**src/xbr_pkg.sv**
```systemverilog
// xbr_pkg: shared types and constants of the xmodem block receiver
// no dependencies; used by the interfaces, the core, the queue and the top level
package xbr_pkg;

  typedef enum logic [1:0] {
    OP_BYTE   = 2'd0,
    OP_TICK   = 2'd1,
    OP_START  = 2'd2,
    OP_CANCEL = 2'd3
  } op_t;

  typedef enum logic [7:0] {
    PH_IDLE  = 8'b0000_0001,
    PH_START = 8'b0000_0010,
    PH_HDR   = 8'b0000_0100,
    PH_SEQ1  = 8'b0000_1000,
    PH_SEQ2  = 8'b0001_0000,
    PH_DATA  = 8'b0010_0000,
    PH_CHK1  = 8'b0100_0000,
    PH_CHK2  = 8'b1000_0000
  } phase_t;

  localparam logic [7:0] CH_SOH = 8'h01;
  localparam logic [7:0] CH_EOT = 8'h04;
  localparam logic [7:0] CH_ACK = 8'h06;
  localparam logic [7:0] CH_NAK = 8'h15;
  localparam logic [7:0] CH_CAN = 8'h18;
  localparam logic [7:0] CH_C   = 8'h43;

  localparam logic [15:0] CRC_POLY = 16'h1021;
  localparam logic [7:0]  SEQ_MASK = 8'hff;

  localparam logic [2:0] ST_NONE      = 3'd0;
  localparam logic [2:0] ST_COMMITTED = 3'd1;
  localparam logic [2:0] ST_DUPLICATE = 3'd2;
  localparam logic [2:0] ST_REJECTED  = 3'd3;
  localparam logic [2:0] ST_COMPLETE  = 3'd4;
  localparam logic [2:0] ST_SENDER    = 3'd5;
  localparam logic [2:0] ST_ABORTED   = 3'd6;
  localparam logic [2:0] ST_USER      = 3'd7;

  localparam int QUEUE_DEPTH = 4;
  localparam int QPTR_W      = $clog2(QUEUE_DEPTH);
  localparam int QFILL_W     = $clog2(QUEUE_DEPTH + 1);

  localparam int APB_AW = 3;
  localparam int APB_DW = 32;
  localparam int TRY_W  = 5;

  localparam logic REG_CRC_ATTEMPTS      = 1'b0;
  localparam logic REG_CHECKSUM_ATTEMPTS = 1'b1;

  typedef struct packed {
    logic       tx_valid;
    logic [7:0] tx_byte;
    logic       data_valid;
    logic [7:0] data_byte;
    logic [2:0] status;
    logic       last;
  } result_t;

endpackage

```
**src/xbr_if.sv**
```systemverilog
// xbr_if: valid/ready channels for input items and result items
// depends on xbr_pkg
interface xbr_cmd_if;
  logic             valid;
  logic             ready;
  xbr_pkg::op_t     op;
  logic [7:0]       rx_byte;

  modport source (output valid, output op, output rx_byte, input ready);
  modport sink (input valid, input op, input rx_byte, output ready);
endinterface

interface xbr_res_if;
  logic       valid;
  logic       ready;
  logic       tx_valid;
  logic [7:0] tx_byte;
  logic       data_valid;
  logic [7:0] data_byte;
  logic [2:0] status;
  logic       last;

  modport source (output valid, output tx_valid, output tx_byte, output data_valid,
                  output data_byte, output status, output last, input ready);
  modport sink (input valid, input tx_valid, input tx_byte, input data_valid,
                input data_byte, input status, input last, output ready);
endinterface

```
**src/xbr_core.sv**
```systemverilog
// xbr_core: input register, protocol state and one-pass step logic
// depends on xbr_pkg; produces up to two results per item for the queue
module xbr_core #(
  parameter int BLOCK_BYTES = 128
) (
  input  logic                       clk,
  input  logic                       rst,
  input  logic                       accept,
  input  xbr_pkg::op_t               in_op,
  input  logic [7:0]                 in_byte,
  input  logic [xbr_pkg::TRY_W-1:0]  crc_attempts,
  input  logic [xbr_pkg::TRY_W-1:0]  checksum_attempts,
  output logic [1:0]                 push_cnt,
  output xbr_pkg::result_t           push0,
  output xbr_pkg::result_t           push1
);

  localparam int CNT_W = $clog2(BLOCK_BYTES + 1);
  localparam int TW    = xbr_pkg::TRY_W;

  typedef struct packed {
    logic             crc_mode;
    logic [TW-1:0]    try_count;
    logic             to_idle;
    xbr_pkg::result_t res;
  } req_t;

  logic              s1_valid;
  xbr_pkg::op_t      s1_op;
  logic [7:0]        s1_byte;

  xbr_pkg::phase_t   phase, phase_next;
  logic [TW-1:0]     try_count, try_count_next;
  logic              crc_mode, crc_mode_next;
  logic [7:0]        expected_seq, expected_seq_next;
  logic [7:0]        seq_first, seq_first_next;
  logic [7:0]        seq_second, seq_second_next;
  logic [CNT_W-1:0]  byte_count, byte_count_next;
  logic [15:0]       crc_acc, crc_acc_next;
  logic [7:0]        sum_acc, sum_acc_next;
  logic [7:0]        rx_check, rx_check_next;

  req_t              rq;
  logic              chk_ok;
  logic              seq_comp;
  xbr_pkg::result_t  vd_res;
  logic              vd_adv;
  xbr_pkg::result_t  r0, r1;
  logic [1:0]        n;

  function automatic xbr_pkg::result_t mk(logic txv, logic [7:0] txb, logic [2:0] st);
    xbr_pkg::result_t r;
    r = '0;
    r.tx_valid = txv;
    r.tx_byte  = txb;
    r.status   = st;
    return r;
  endfunction

  function automatic logic [15:0] crc_step(logic [15:0] crc, logic [7:0] b);
    logic [15:0] c;
    c = crc ^ {b, 8'h00};
    for (int i = 0; i < 8; i++) begin
      c = c[15] ? ({c[14:0], 1'b0} ^ xbr_pkg::CRC_POLY) : {c[14:0], 1'b0};
    end
    return c;
  endfunction

  function automatic req_t request(logic crc, logic [TW-1:0] tries,
                                   logic [TW-1:0] crc_lim, logic [TW-1:0] sum_lim);
    req_t r;
    logic c;
    logic [TW-1:0] t;
    c = crc;
    t = tries;
    r = '0;
    if (c && (t < crc_lim)) begin
      r.crc_mode  = 1'b1;
      r.try_count = t + TW'(1);
      r.res       = mk(1'b1, xbr_pkg::CH_C, xbr_pkg::ST_NONE);
    end else begin
      if (c) begin
        c = 1'b0;
        t = '0;
      end
      r.crc_mode = c;
      if (t < sum_lim) begin
        r.try_count = t + TW'(1);
        r.res       = mk(1'b1, xbr_pkg::CH_NAK, xbr_pkg::ST_NONE);
      end else begin
        r.try_count = t;
        r.to_idle   = 1'b1;
        r.res       = mk(1'b0, 8'h00, xbr_pkg::ST_ABORTED);
      end
    end
    return r;
  endfunction

  always_ff @(posedge clk) begin
    if (rst) begin
      s1_valid     <= 1'b0;
      phase        <= xbr_pkg::PH_IDLE;
      try_count    <= '0;
      crc_mode     <= 1'b1;
      expected_seq <= 8'd1;
    end else begin
      s1_valid     <= accept;
      phase        <= phase_next;
      try_count    <= try_count_next;
      crc_mode     <= crc_mode_next;
      expected_seq <= expected_seq_next;
    end
  end

  always_ff @(posedge clk) begin
    if (accept) begin
      s1_op   <= in_op;
      s1_byte <= in_byte;
    end
    seq_first  <= seq_first_next;
    seq_second <= seq_second_next;
    byte_count <= byte_count_next;
    crc_acc    <= crc_acc_next;
    sum_acc    <= sum_acc_next;
    rx_check   <= rx_check_next;
  end

  // request shared by start and timeout in the start phase
  always_comb begin
    if (s1_op == xbr_pkg::OP_START) begin
      rq = request(1'b1, '0, crc_attempts, checksum_attempts);
    end else begin
      rq = request(crc_mode, try_count, crc_attempts, checksum_attempts);
    end
  end

  // block verdict on the last check byte
  always_comb begin
    if (crc_mode) begin
      chk_ok = (crc_acc == {rx_check, s1_byte});
    end else begin
      chk_ok = (sum_acc == s1_byte);
    end
    seq_comp = ((seq_first ^ seq_second) == xbr_pkg::SEQ_MASK);
    vd_adv   = 1'b0;
    if (chk_ok && seq_comp && (seq_first == expected_seq - 8'd1)) begin
      vd_res = mk(1'b1, xbr_pkg::CH_ACK, xbr_pkg::ST_DUPLICATE);
    end else if (!chk_ok || !seq_comp || (seq_first != expected_seq)) begin
      vd_res = mk(1'b1, xbr_pkg::CH_NAK, xbr_pkg::ST_REJECTED);
    end else begin
      vd_res = mk(1'b1, xbr_pkg::CH_ACK, xbr_pkg::ST_COMMITTED);
      vd_adv = 1'b1;
    end
  end

  always_comb begin
    phase_next        = phase;
    try_count_next    = try_count;
    crc_mode_next     = crc_mode;
    expected_seq_next = expected_seq;
    seq_first_next    = seq_first;
    seq_second_next   = seq_second;
    byte_count_next   = byte_count;
    crc_acc_next      = crc_acc;
    sum_acc_next      = sum_acc;
    rx_check_next     = rx_check;
    r0 = '0;
    r1 = '0;
    n  = 2'd0;
    if (s1_valid) begin
      unique case (s1_op)
        xbr_pkg::OP_BYTE: begin
          unique case (phase)
            xbr_pkg::PH_START, xbr_pkg::PH_HDR: begin
              if (s1_byte == xbr_pkg::CH_SOH) begin
                seq_first_next  = '0;
                seq_second_next = '0;
                byte_count_next = '0;
                crc_acc_next    = '0;
                sum_acc_next    = '0;
                rx_check_next   = '0;
                phase_next      = xbr_pkg::PH_SEQ1;
              end else begin
                phase_next = xbr_pkg::PH_IDLE;
                n = 2'd1;
                priority if (s1_byte == xbr_pkg::CH_EOT) begin
                  r0 = mk(1'b1, xbr_pkg::CH_ACK, xbr_pkg::ST_COMPLETE);
                end else if (s1_byte == xbr_pkg::CH_CAN) begin
                  r0 = mk(1'b0, 8'h00, xbr_pkg::ST_SENDER);
                end else begin
                  r0 = mk(1'b0, 8'h00, xbr_pkg::ST_ABORTED);
                end
              end
            end
            xbr_pkg::PH_SEQ1: begin
              seq_first_next = s1_byte;
              phase_next     = xbr_pkg::PH_SEQ2;
            end
            xbr_pkg::PH_SEQ2: begin
              seq_second_next = s1_byte;
              phase_next      = xbr_pkg::PH_DATA;
            end
            xbr_pkg::PH_DATA: begin
              crc_acc_next    = crc_step(crc_acc, s1_byte);
              sum_acc_next    = sum_acc + s1_byte;
              byte_count_next = byte_count + CNT_W'(1);
              if (byte_count == CNT_W'(BLOCK_BYTES - 1)) begin
                phase_next = xbr_pkg::PH_CHK1;
              end
              n = 2'd1;
              r0.data_valid = 1'b1;
              r0.data_byte  = s1_byte;
            end
            xbr_pkg::PH_CHK1: begin
              rx_check_next = s1_byte;
              if (crc_mode) begin
                phase_next = xbr_pkg::PH_CHK2;
              end else begin
                phase_next = xbr_pkg::PH_HDR;
                n  = 2'd1;
                r0 = vd_res;
                if (vd_adv) begin
                  expected_seq_next = expected_seq + 8'd1;
                end
              end
            end
            xbr_pkg::PH_CHK2: begin
              phase_next = xbr_pkg::PH_HDR;
              n  = 2'd1;
              r0 = vd_res;
              if (vd_adv) begin
                expected_seq_next = expected_seq + 8'd1;
              end
            end
            default: begin
            end
          endcase
        end
        xbr_pkg::OP_TICK: begin
          unique case (phase)
            xbr_pkg::PH_START: begin
              crc_mode_next  = rq.crc_mode;
              try_count_next = rq.try_count;
              if (rq.to_idle) begin
                phase_next = xbr_pkg::PH_IDLE;
              end
              n  = 2'd1;
              r0 = rq.res;
            end
            xbr_pkg::PH_HDR: begin
              phase_next = xbr_pkg::PH_IDLE;
              n  = 2'd1;
              r0 = mk(1'b0, 8'h00, xbr_pkg::ST_ABORTED);
            end
            xbr_pkg::PH_DATA: begin
              phase_next = xbr_pkg::PH_HDR;
              n  = 2'd2;
              r0 = mk(1'b1, xbr_pkg::CH_CAN, xbr_pkg::ST_NONE);
              r1 = mk(1'b1, xbr_pkg::CH_NAK, xbr_pkg::ST_REJECTED);
            end
            xbr_pkg::PH_SEQ1, xbr_pkg::PH_SEQ2, xbr_pkg::PH_CHK1, xbr_pkg::PH_CHK2: begin
              phase_next = xbr_pkg::PH_HDR;
              n  = 2'd1;
              r0 = mk(1'b1, xbr_pkg::CH_NAK, xbr_pkg::ST_REJECTED);
            end
            default: begin
            end
          endcase
        end
        xbr_pkg::OP_START: begin
          expected_seq_next = 8'd1;
          crc_mode_next     = rq.crc_mode;
          try_count_next    = rq.try_count;
          phase_next        = rq.to_idle ? xbr_pkg::PH_IDLE : xbr_pkg::PH_START;
          n  = 2'd1;
          r0 = rq.res;
        end
        xbr_pkg::OP_CANCEL: begin
          if ((phase == xbr_pkg::PH_START) || (phase == xbr_pkg::PH_HDR)) begin
            phase_next = xbr_pkg::PH_IDLE;
            n  = 2'd1;
            r0 = mk(1'b0, 8'h00, xbr_pkg::ST_USER);
          end else if (phase != xbr_pkg::PH_IDLE) begin
            phase_next = xbr_pkg::PH_IDLE;
            n  = 2'd1;
            r0 = mk(1'b1, xbr_pkg::CH_CAN, xbr_pkg::ST_USER);
          end
        end
        default: begin
        end
      endcase
    end
    r0.last = (n == 2'd1);
    r1.last = (n == 2'd2);
  end

  assign push_cnt = n;
  assign push0    = r0;
  assign push1    = r1;

endmodule

```
**src/xbr_queue.sv**
```systemverilog
// xbr_queue: small result queue taking up to two results per cycle
// depends on xbr_pkg
module xbr_queue (
  input  logic                         clk,
  input  logic                         rst,
  input  logic [1:0]                   push_cnt,
  input  xbr_pkg::result_t             push0,
  input  xbr_pkg::result_t             push1,
  input  logic                         pop,
  output logic                         out_valid,
  output xbr_pkg::result_t             out_data,
  output logic [xbr_pkg::QFILL_W-1:0]  fill
);

  localparam int PW = xbr_pkg::QPTR_W;
  localparam int CW = xbr_pkg::QFILL_W;

  xbr_pkg::result_t mem [xbr_pkg::QUEUE_DEPTH];
  logic [PW-1:0]    wr_ptr, rd_ptr;
  logic [CW-1:0]    count;
  logic             do_pop;

  assign do_pop = pop && (count != '0);

  always_ff @(posedge clk) begin
    if (rst) begin
      wr_ptr <= '0;
      rd_ptr <= '0;
      count  <= '0;
    end else begin
      wr_ptr <= wr_ptr + PW'(push_cnt);
      rd_ptr <= rd_ptr + PW'(do_pop);
      count  <= count + CW'(push_cnt) - CW'(do_pop);
    end
  end

  always_ff @(posedge clk) begin
    if (push_cnt != 2'd0) begin
      mem[wr_ptr] <= push0;
    end
    if (push_cnt == 2'd2) begin
      mem[wr_ptr + PW'(1)] <= push1;
    end
  end

  assign out_valid = (count != '0);
  assign out_data  = mem[rd_ptr];
  assign fill      = count;

endmodule

```
**src/xmodem_block_receiver.sv**
```systemverilog
// XMODEM block receiver. One item (received byte, timeout tick, start or user
// cancel) is accepted per clock; it is registered, handled in one pass over the
// protocol state in the following cycle, and its one or two results enter a
// four-entry result queue; the first result is offered once it is queued
// and can be taken at the next clock edge. cmd.ready drops when the queue plus
// the results being written would leave no room for two more: while res.ready
// is held low, and also with res.ready high when a timeout inside the data
// writes its pair behind a result still waiting. CRC-16/XMODEM is updated
// eight bits per item in that single pass. Configuration goes through the APB
// port at byte addresses 0 (crc_attempts) and 4 (checksum_attempts), to be
// written by the user only while the block is idle, which it does not enforce.
// depends on xbr_pkg, xbr_if, xbr_core and xbr_queue
module xmodem_block_receiver #(
  parameter int BLOCK_BYTES = 128
) (
  input  logic                         clk,
  input  logic                         rst,
  xbr_cmd_if.sink                      cmd,
  xbr_res_if.source                    res,
  input  logic                         psel,
  input  logic                         penable,
  input  logic                         pwrite,
  input  logic [xbr_pkg::APB_AW-1:0]   paddr,
  input  logic [xbr_pkg::APB_DW-1:0]   pwdata,
  output logic [xbr_pkg::APB_DW-1:0]   prdata,
  output logic                         pready
);

  localparam int TW = xbr_pkg::TRY_W;
  localparam int CW = xbr_pkg::QFILL_W;

  logic [TW-1:0]     crc_attempts;
  logic [TW-1:0]     checksum_attempts;
  logic              accept;
  logic [1:0]        push_cnt;
  xbr_pkg::result_t  push0, push1;
  xbr_pkg::result_t  head;
  logic              head_valid;
  logic [CW-1:0]     fill;
  logic              cfg_wr;

  assign pready = 1'b1;
  assign cfg_wr = psel && penable && pwrite && pready;

  always_ff @(posedge clk) begin
    if (rst) begin
      crc_attempts      <= TW'(10);
      checksum_attempts <= TW'(10);
    end else if (cfg_wr) begin
      if (paddr[2] == xbr_pkg::REG_CRC_ATTEMPTS) begin
        crc_attempts <= pwdata[TW-1:0];
      end else begin
        checksum_attempts <= pwdata[TW-1:0];
      end
    end
  end

  always_comb begin
    prdata = '0;
    if (paddr[2] == xbr_pkg::REG_CRC_ATTEMPTS) begin
      prdata[TW-1:0] = crc_attempts;
    end else begin
      prdata[TW-1:0] = checksum_attempts;
    end
  end

  assign cmd.ready = ((fill + CW'(push_cnt)) <= CW'(xbr_pkg::QUEUE_DEPTH - 2));
  assign accept    = cmd.valid && cmd.ready;

  xbr_core #(
    .BLOCK_BYTES(BLOCK_BYTES)
  ) u_core (
    .clk              (clk),
    .rst              (rst),
    .accept           (accept),
    .in_op            (cmd.op),
    .in_byte          (cmd.rx_byte),
    .crc_attempts     (crc_attempts),
    .checksum_attempts(checksum_attempts),
    .push_cnt         (push_cnt),
    .push0            (push0),
    .push1            (push1)
  );

  xbr_queue u_queue (
    .clk      (clk),
    .rst      (rst),
    .push_cnt (push_cnt),
    .push0    (push0),
    .push1    (push1),
    .pop      (res.ready),
    .out_valid(head_valid),
    .out_data (head),
    .fill     (fill)
  );

  assign res.valid      = head_valid;
  assign res.tx_valid   = head.tx_valid;
  assign res.tx_byte    = head.tx_byte;
  assign res.data_valid = head.data_valid;
  assign res.data_byte  = head.data_byte;
  assign res.status     = head.status;
  assign res.last       = head.last;

  a_fill_bound: assert property (@(posedge clk) disable iff (rst)
    fill <= CW'(xbr_pkg::QUEUE_DEPTH))
    else $error("result queue overfilled");

  a_room_for_pair: assert property (@(posedge clk) disable iff (rst)
    accept |=> ((fill + CW'(push_cnt)) <= CW'(xbr_pkg::QUEUE_DEPTH)))
    else $error("queue room not reserved for accepted item");

  a_first_of_pair: assert property (@(posedge clk) disable iff (rst)
    (res.valid && !res.last) |-> (res.tx_valid && (res.tx_byte == xbr_pkg::CH_CAN)))
    else $error("non-final result is not a cancel");

  a_data_alone: assert property (@(posedge clk) disable iff (rst)
    (res.valid && res.data_valid) |-> (!res.tx_valid && res.last &&
                                       (res.status == xbr_pkg::ST_NONE)))
    else $error("payload result carries control fields");

endmodule
```
**src/flat_wrapper.sv**
```systemverilog
// flat-port wrapper written by rule: the top's interface ports become plain ports
module xmodem_block_receiver_flat 
#(
  parameter int BLOCK_BYTES = 128
)
  (clk, rst, psel, penable, pwrite, paddr, pwdata, prdata, pready, cmd_valid, cmd_op, cmd_rx_byte, cmd_ready, res_valid, res_tx_valid, res_tx_byte, res_data_valid, res_data_byte, res_status, res_last, res_ready);
  xbr_cmd_if cmd_i ();
  xbr_res_if res_i ();
  input  logic clk;
  input  logic rst;
  input  logic psel;
  input  logic penable;
  input  logic pwrite;
  input  logic [xbr_pkg::APB_AW-1:0] paddr;
  input  logic [xbr_pkg::APB_DW-1:0] pwdata;
  output logic [xbr_pkg::APB_DW-1:0] prdata;
  output logic pready;
  input wire logic [$bits(cmd_i.valid)-1:0] cmd_valid;
  input wire logic [$bits(cmd_i.op)-1:0] cmd_op;
  input wire logic [$bits(cmd_i.rx_byte)-1:0] cmd_rx_byte;
  output wire logic [$bits(cmd_i.ready)-1:0] cmd_ready;
  output wire logic [$bits(res_i.valid)-1:0] res_valid;
  output wire logic [$bits(res_i.tx_valid)-1:0] res_tx_valid;
  output wire logic [$bits(res_i.tx_byte)-1:0] res_tx_byte;
  output wire logic [$bits(res_i.data_valid)-1:0] res_data_valid;
  output wire logic [$bits(res_i.data_byte)-1:0] res_data_byte;
  output wire logic [$bits(res_i.status)-1:0] res_status;
  output wire logic [$bits(res_i.last)-1:0] res_last;
  input wire logic [$bits(res_i.ready)-1:0] res_ready;
  assign cmd_i.valid = cmd_valid;
  assign cmd_i.op = cmd_op;
  assign cmd_i.rx_byte = cmd_rx_byte;
  assign cmd_ready = cmd_i.ready;
  assign res_valid = res_i.valid;
  assign res_tx_valid = res_i.tx_valid;
  assign res_tx_byte = res_i.tx_byte;
  assign res_data_valid = res_i.data_valid;
  assign res_data_byte = res_i.data_byte;
  assign res_status = res_i.status;
  assign res_last = res_i.last;
  assign res_i.ready = res_ready;
  xmodem_block_receiver #(.BLOCK_BYTES(BLOCK_BYTES)) u_core (.clk(clk), .rst(rst), .cmd(cmd_i), .res(res_i), .psel(psel), .penable(penable), .pwrite(pwrite), .paddr(paddr), .pwdata(pwdata), .prdata(prdata), .pready(pready));
endmodule
```
**config.mk**
```make
export PLATFORM = sky130hd
export DESIGN_NAME = xmodem_block_receiver_flat
export DESIGN_NICKNAME = d
export VERILOG_FILES = /design/src/xbr_pkg.sv /design/src/xbr_if.sv /design/src/xbr_core.sv /design/src/xbr_queue.sv /design/src/xmodem_block_receiver.sv /design/src/flat_wrapper.sv
export SDC_FILE = /design/constraint.sdc
export NUM_CORES = 1
export LEC_CHECK = 0
export ABC_AREA = 1
export CAP_MARGIN = 20
export CORE_ASPECT_RATIO = 2
export CORE_MARGIN = 8
export CORE_UTILIZATION = 55
export CTS_BUF_LIST = sky130_fd_sc_hd__clkbuf_4 sky130_fd_sc_hd__clkbuf_8
export DETAILED_ROUTE_END_ITERATION = 12
export DONT_BUFFER_PORTS = 1
export GPL_TIMING_DRIVEN = 0
export PLACE_DENSITY = 0.74
export SETUP_SLACK_MARGIN = 0.4
export SYNTH_ARGS = -nofsm -noshare
export SYNTH_HDL_FRONTEND = slang
export SYNTH_HIERARCHICAL = 1
export SYNTH_SLANG_ARGS = --single-unit
```
**constraint.sdc**
```tcl
create_clock -name clk -period 6.05 [get_ports clk]
set_clock_uncertainty 0.05 [all_clocks]
set_input_delay 1.5125 -clock clk [delete_from_list [all_inputs] [get_ports clk]]
set_output_delay 1.5125 -clock clk [all_outputs]
set_load 0.005 [all_outputs]
```
==> results_dict.tcl, run 1 <==
set metrics [dict create \
    period_share_pct 88.3 \
    reg2reg_slack_ns 1.99 \
    drt_wl_total_mm 29.7 \
    worstReg2RegStart "u_core/u_core/phase[2]" \
    endpoint_kind "output pin" \
    num_antenna_cells 0 \
    final_common_cell "nand2_1" \
    track_usage_pct 22.5 \
    worstSetupStartpoint "u_core/u_core/phase[2]" \
    drt_first_pass_iters 5 \
    viasPerCell 5.42 \
    rsz0062_at_grt "no" \
    synth_area_per_cell_um2 8.66 \
    vdd_drop_max_mv 0.445 \
    hp-start "u_core/crc_attempts[3]" \
    drive_gt1_share_pct 19.0 \
    cts_buffers 17 \
    cap_violations 0 \
    synthSimpleGateAreaFrac_pct 23.0 \
    grt_antenna_before_repair 0 \
    cts.repair.resized 0 \
    hold_viol 0 \
    grt_pass1_vias 9159 \
    power_density_nw_per_um2 254 \
    synthDistinctLibCells 48 \
    regToRegEndpoint "u_core/u_queue/mem[0][19]" \
    hold_class "reg2reg" \
    synthMuxAreaShare_pct 0 \
    ant_nets 0 \
    grt_remaining_overflow 0 \
    power_w 0.00328 \
    ios 109 \
    initial_utilization_pct 55.4 \
    die_w_um 120 \
    drc 0 \
    hold_buffers 0 \
    crit_fanout 10 \
    drtIter0Drc 671 \
    post-cts-setup-buffers 0 \
    fmax_ghz 0.187 \
    reg2reg_depth 11 \
    dieArea_um2 26700 \
    p_leak_nw 5.18 \
    synthAdderAreaFrac_pct 3.05 \
    synth_compound_area_share_pct 13.3 \
    cts_sinks 194 \
    setup-violations-final 0 \
    worstSetupPathType "reg2out" \
    final_cell_mix "273 x nand2_1, 191 x nor2_1, 154 x edfxtp_1" \
    nets 1509 \
    worst_pin_slew_ns 1.04 \
    hpwlAfterDp_mm 21.6 \
    grt_pass1_wl_mm 47.2 \
    rows 76 \
    numPortBuffers 0 \
    clockBufferDepth 2 \
    drv_slew 0 \
    status "finished, final reports clean" \
    root_buffer "clkbuf_8" \
    whs_ns 0.456 \
    wl_per_cell_um 17.3 \
    arrival_ns 3.78 \
    required_ns 4.49 \
    routed-via-count 9295 \
    clock_latency_ns 0.49 \
    crit_end "cmd_ready" \
    maxSlewHeadroom_pct 29.9 \
    cts_tree "built" \
    routabilityCongestion 0.909 \
    dp.cells 1683 \
    startpoint_type "register" \
    dieHeight_um 223 \
    synth_xor_area_share_pct 3.71 \
    synth_warnings 6 \
    layout.cells.non_filler 1715 \
    postPlaceCellArea_um2 12500 \
    final.setup.tns_ns 0 \
    clk_pin_slew_ns 0.10 \
    synth_area_um2 11800 \
    finalWorstPathRequiredPeriod_ns 5.34 \
    fin_area_um2 12900 \
    fillerInstances 1806 \
    grt_start_max_net_pins 33 \
    htreeDepth 4 \
    synthCells 1364 \
    syn_to_final_growth_pct 9.39 \
    ys_seq_area_share_pct 45.9 \
    ys_seq_elements 194 \
    synth_top_family_by_area "simple AND/OR/NAND/NOR gates" \
    core_area_um2 21300 \
]
## synth_stat cells (all sizes together)
cell type  number  area share [%]
clkinv          1           0.032
clkbuf         12            0.38
inv           153             4.9
nand3b          3            0.19
conb            3           0.095
a21oi          42             1.8
xnor2          34             2.5
dfxtp          40             6.8
xor2           16             1.2
edfxtp        154              39
o21ai         160             9.7
ha             24             2.5
o21a            1           0.064
buf            82             5.6
nand3          65             3.4
and2            1           0.053
a31oi           1           0.053
or2             7            0.37
o221ai          2            0.15
nor3b           5            0.32
fa              3            0.51
o211ai          1           0.064
nor2          208             7.4
o31ai           4            0.25
nand2         279             9.0
nor3           14            0.73
o22ai          24             1.3
nand4          22             1.4
nor4            3            0.16
## through the flow
| stage | setup WS [ns] | utilization [%] |
|---|---|---|
| finish | 0.709 | 60.6 |
| global route | 0.447 | 60.6 |
| CTS | 0.661 | 60.6 |
| detailed placement | 1.21 | 58.5 |
| global placement | -0.0217 | 57.8 |
| floorplan | 1.71 | - |
## power breakdown
part	switching (W)	internal [W]
logic	0.000530	0.000247
clock network	0.000463	0.000488
registers	0.0000644	0.00149
total	0.00106	0.00223
## critical path: stages (launching register included)
cell and delay, ns:
dfxtp_1 0.35, nor2_2 0.17, nand2_1 0.08, inv_2 0.10
nand4_2 0.13, buf_2 0.23, o21ai_2 0.25, nor3_1 0.12
nor3_1 0.85, ha_1 0.29, fa_1 0.41, nand2_1 0.08
nand3_1 0.12, inv_1 0.10
## per-layer routing
metal,track usage (%),vias to the layer above,routed length [µm]
met4,8.23,0,675
met1,25.6,4353,11400
met5,0,-,0
met2,40.6,337,15600
met3,4.25,44,2010
li1,-,4561,-
## worst min path at each step
stage	slack, ns	end	cells past startpoint
2_1_floorplan	0.40	u_core/checksum_attempts[1]	2
3_3_place_gp	0.43	u_core/checksum_attempts[1]	2
3_5_place_dp	0.44	u_core/crc_attempts[3]	2
4_1_cts	0.46	u_core/crc_attempts[3]	2
5_1_grt	0.48	u_core/crc_attempts[1]	2
6_report	0.46	u_core/crc_attempts[3]	2
## flip-flops by register name (all words and copies together), names as in the netlist
name and flops:
u_core/u_core/seq_first 8, u_core/u_core/sum_acc 8, u_core/u_queue/mem 88, u_core/u_queue/wr_ptr 2, u_core/u_core/s1_op 2, u_core/u_core/s1_byte 8, u_core/u_core/rx_check 8, u_core/u_core/crc_mode 1
u_core/u_core/try_count 5, u_core/u_core/phase 8, u_core/u_queue/rd_ptr 2, u_core/u_core/crc_acc 16, u_core/u_core/seq_second 8, u_core/u_core/byte_count 8, u_core/u_core/s1_valid 1, u_core/u_queue/fill 3
u_core/crc_attempts 5, u_core/checksum_attempts 5, u_core/u_core/expected_seq 8
## kinds of logic after synthesis
family	count (synthesis)
AND/OR/NAND/NOR	607
buffers and inverters	248
AO/OA/AOI/OAI	235
flip-flops	194
XOR/XNOR	50
adder cells (fa/ha/maj)	27
other	3
## cell type report
class / count / area [µm²] / share of cell area (%)
flip-flops and latches: 194 / 5430 / 42.0
multi-input cells: 964 / 5320 / 41.2
plain buffers: 94 / 702 / 5.43
inverters: 154 / 581 / 4.49
well taps: 273 / 342 / 2.64
clock buffers: 17 / 234 / 1.81
clock inverters: 14 / 208 / 1.61
repair buffers: 5 / 105 / 0.814
No activity file was read; power rests on OpenSTA's default activity.
==> run 2: changes to the inputs <==
CELL_PAD_IN_SITES_DETAIL_PLACEMENT = 0   (was unset)
CELL_PAD_IN_SITES_GLOBAL_PLACEMENT = 2   (was unset)
CORE_UTILIZATION = 41   (was 55)
CTS_CLUSTER_DIAMETER = 50   (was unset)
PLACE_DENSITY = 0.87   (was 0.74)
REMOVE_ABC_BUFFERS = 1   (was unset)
==> run 2 against run 1 <==
  * Critical path depth grew 3
  * Final cell count shrank 0.17%
  * Die area increased by 30%
  * Global-route usage down 5.6 points
  * Power fell by 6.2%
  * Sequential power grew 3%
  * Sequential share of layout area is 2.2 points higher
  * Core utilization is 18 points lower
  * Count of clock-buffer cells in the layout did not move
  * Final area decreased by 4.9%
  * Critical endpoint unchanged
  * Largest cell class unchanged
  * Largest power group unchanged
==> results_dict.tcl, run 2 (synthesis gave the netlist of run 1 again) <==
set metrics [dict create \
    ios 109 \
    hold_buffers 0 \
    regMostFlops "u_core/u_queue/mem" \
    numPortBuffers 0 \
    clk_pin_slew_ns 0.11 \
    largest_registers "u_core/u_queue/mem (88), u_core/u_core/crc_acc (16)" \
    finalWorstPathRequiredPeriod_ns 5.17 \
    crit_fanout 11 \
    drc 0 \
    grt_pass1_wl_mm 45.6 \
    drv_slew 0 \
    period_share_pct 85.5 \
    drt_wl_total_mm 28.8 \
    regToRegEndpoint "u_core/u_queue/mem[0][18]" \
    track_usage_pct 16.9 \
    die_w_um 136 \
    wl_per_cell_um 16.8 \
    core_area_um2 28600 \
    dieArea_um2 34800 \
    worstSetupPathType "reg2out" \
    hpwlAfterDp_mm 20.3 \
    syn_to_final_growth_pct 4.06 \
    status "finished, final reports clean" \
    hold_viol 0 \
    required_ns 4.49 \
    nets 1418 \
    reg2reg_slack_ns 1.97 \
    drt_first_pass_iters 5 \
    worst_pin_slew_ns 1.10 \
    final.setup.tns_ns 0 \
    clock_latency_ns 0.49 \
    grt_pass1_vias 8471 \
    min_delay_path_depth 2 \
    viasPerCell 5.09 \
    setup-violations-final 0 \
    dieHeight_um 256 \
    root_buffer "clkbuf_8" \
    vdd_drop_max_mv 0.229 \
    reg2reg_depth 15 \
    grt_antenna_before_repair 0 \
    routabilityCongestion 0.885 \
    largest_reg_flops 88 \
    post-cts-setup-buffers 0 \
    final_cell_mix "273 x nand2_1, 191 x nor2_1, 154 x edfxtp_1" \
    fin_util_pct 42.9 \
    fmax_ghz 0.193 \
    grt_start_max_net_pins 48 \
    clockBufferDepth 2 \
    routed-via-count 8721 \
    cts_sinks 194 \
    initial_utilization_pct 41.3 \
    rsz0062_at_grt "no" \
    arrival_ns 3.61 \
    startpoint_type "register" \
    worstReg2RegStart "u_core/u_core/phase[0]" \
    crit_end "cmd_ready" \
    num_antenna_cells 0 \
    hold_class "reg2reg" \
    drive_gt1_share_pct 15.0 \
    drtIter0Drc 606 \
    grt_remaining_overflow 0 \
    cts_buffers 17 \
    endpoint_kind "output pin" \
    final_common_cell "nand2_1" \
    p_leak_nw 4.71 \
    cap_violations 0 \
    power_density_nw_per_um2 251 \
    maxSlewHeadroom_pct 26.7 \
    rows 88 \
    cts_tree "built" \
    ant_nets 0 \
    worstSetupStartpoint "u_core/u_core/phase[0]" \
    htreeDepth 4 \
    power_w 0.00308 \
]
==> run 2: changes by cell type in the layout (fill, tap and decap cells not counted), moves of 3 or more <==
cell	previous run	this run
buf_4	54	1
buf_16	3	0
clkinv_1	4	1
buf_6	17	2
clkbuf_1	12	0
bufinv_16	5	0
buf_2	9	0
==> run 2: worst min path at each step <==
stage          slack (ns)                         from                           to
2_1_floorplan        0.40  u_core/checksum_attempts[1]  u_core/checksum_attempts[1]
6_report             0.45  u_core/checksum_attempts[1]  u_core/checksum_attempts[1]
5_1_grt              0.49       u_core/crc_attempts[2]       u_core/crc_attempts[2]
4_1_cts              0.46  u_core/checksum_attempts[1]  u_core/checksum_attempts[1]
3_3_place_gp         0.43  u_core/checksum_attempts[1]  u_core/checksum_attempts[1]
3_5_place_dp         0.44  u_core/checksum_attempts[1]  u_core/checksum_attempts[1]
==> run 2: critical path: stages (launching register included) <==
cell     delay (ns)
dfxtp_1        0.40
nor2_2         0.06
nand2_1        0.08
inv_2          0.07
nand4_1        0.33
nand2_1        0.10
nor2_1         0.26
inv_1          0.11
nand2_1        0.13
nand2_1        0.08
nor3_1         0.37
nor3_4         0.14
ha_1           0.25
fa_1           0.49
nand2_1        0.06
nand3_1        0.10
inv_1          0.06
==> run 2: through the flow <==
step	hold WS, ns	setup WS [ns]	area, µm²	instances
2_1_floorplan	0.400	1.55	11300	1312
3_3_place_gp	0.432	-0.998	11700	1672
3_5_place_dp	0.436	0.558	11900	1678
4_1_cts	0.457	0.453	12300	1710
5_1_grt	0.493	0.564	12300	1712
6_report	0.450	0.878	12300	1712
==> run 2: layout make-up <==
type / count / area, µm²
Fill cell: 2845 / 16300
Sequential cell: 194 / 5430
Multi-Input combinational cell: 964 / 5340
Inverter: 154 / 583
Tap cell: 360 / 450
Clock buffer: 17 / 234
Clock inverter: 15 / 143
Timing Repair Buffer: 8 / 110
==> run 2: power breakdown <==
part | internal (W) | switching [W]
clock network | 0.000302 | 0.000512
registers | 0.00149 | 0.000104
logic | 0.000212 | 0.000459
==> run 2: repair_timing <==
action / CTS / global route
setup endpoints to repair: 1 / 1
cloned: 0 / 0
pin swaps: 0 / 0
gates resized for setup: 2 / 2
==> run 2: metal layers <==
metal  share of wire, %  GRT usage (%)
met5                  0              0
met4                1.6           4.94
met3                3.3           3.20
met2                 53           30.0
met1                 43           19.9
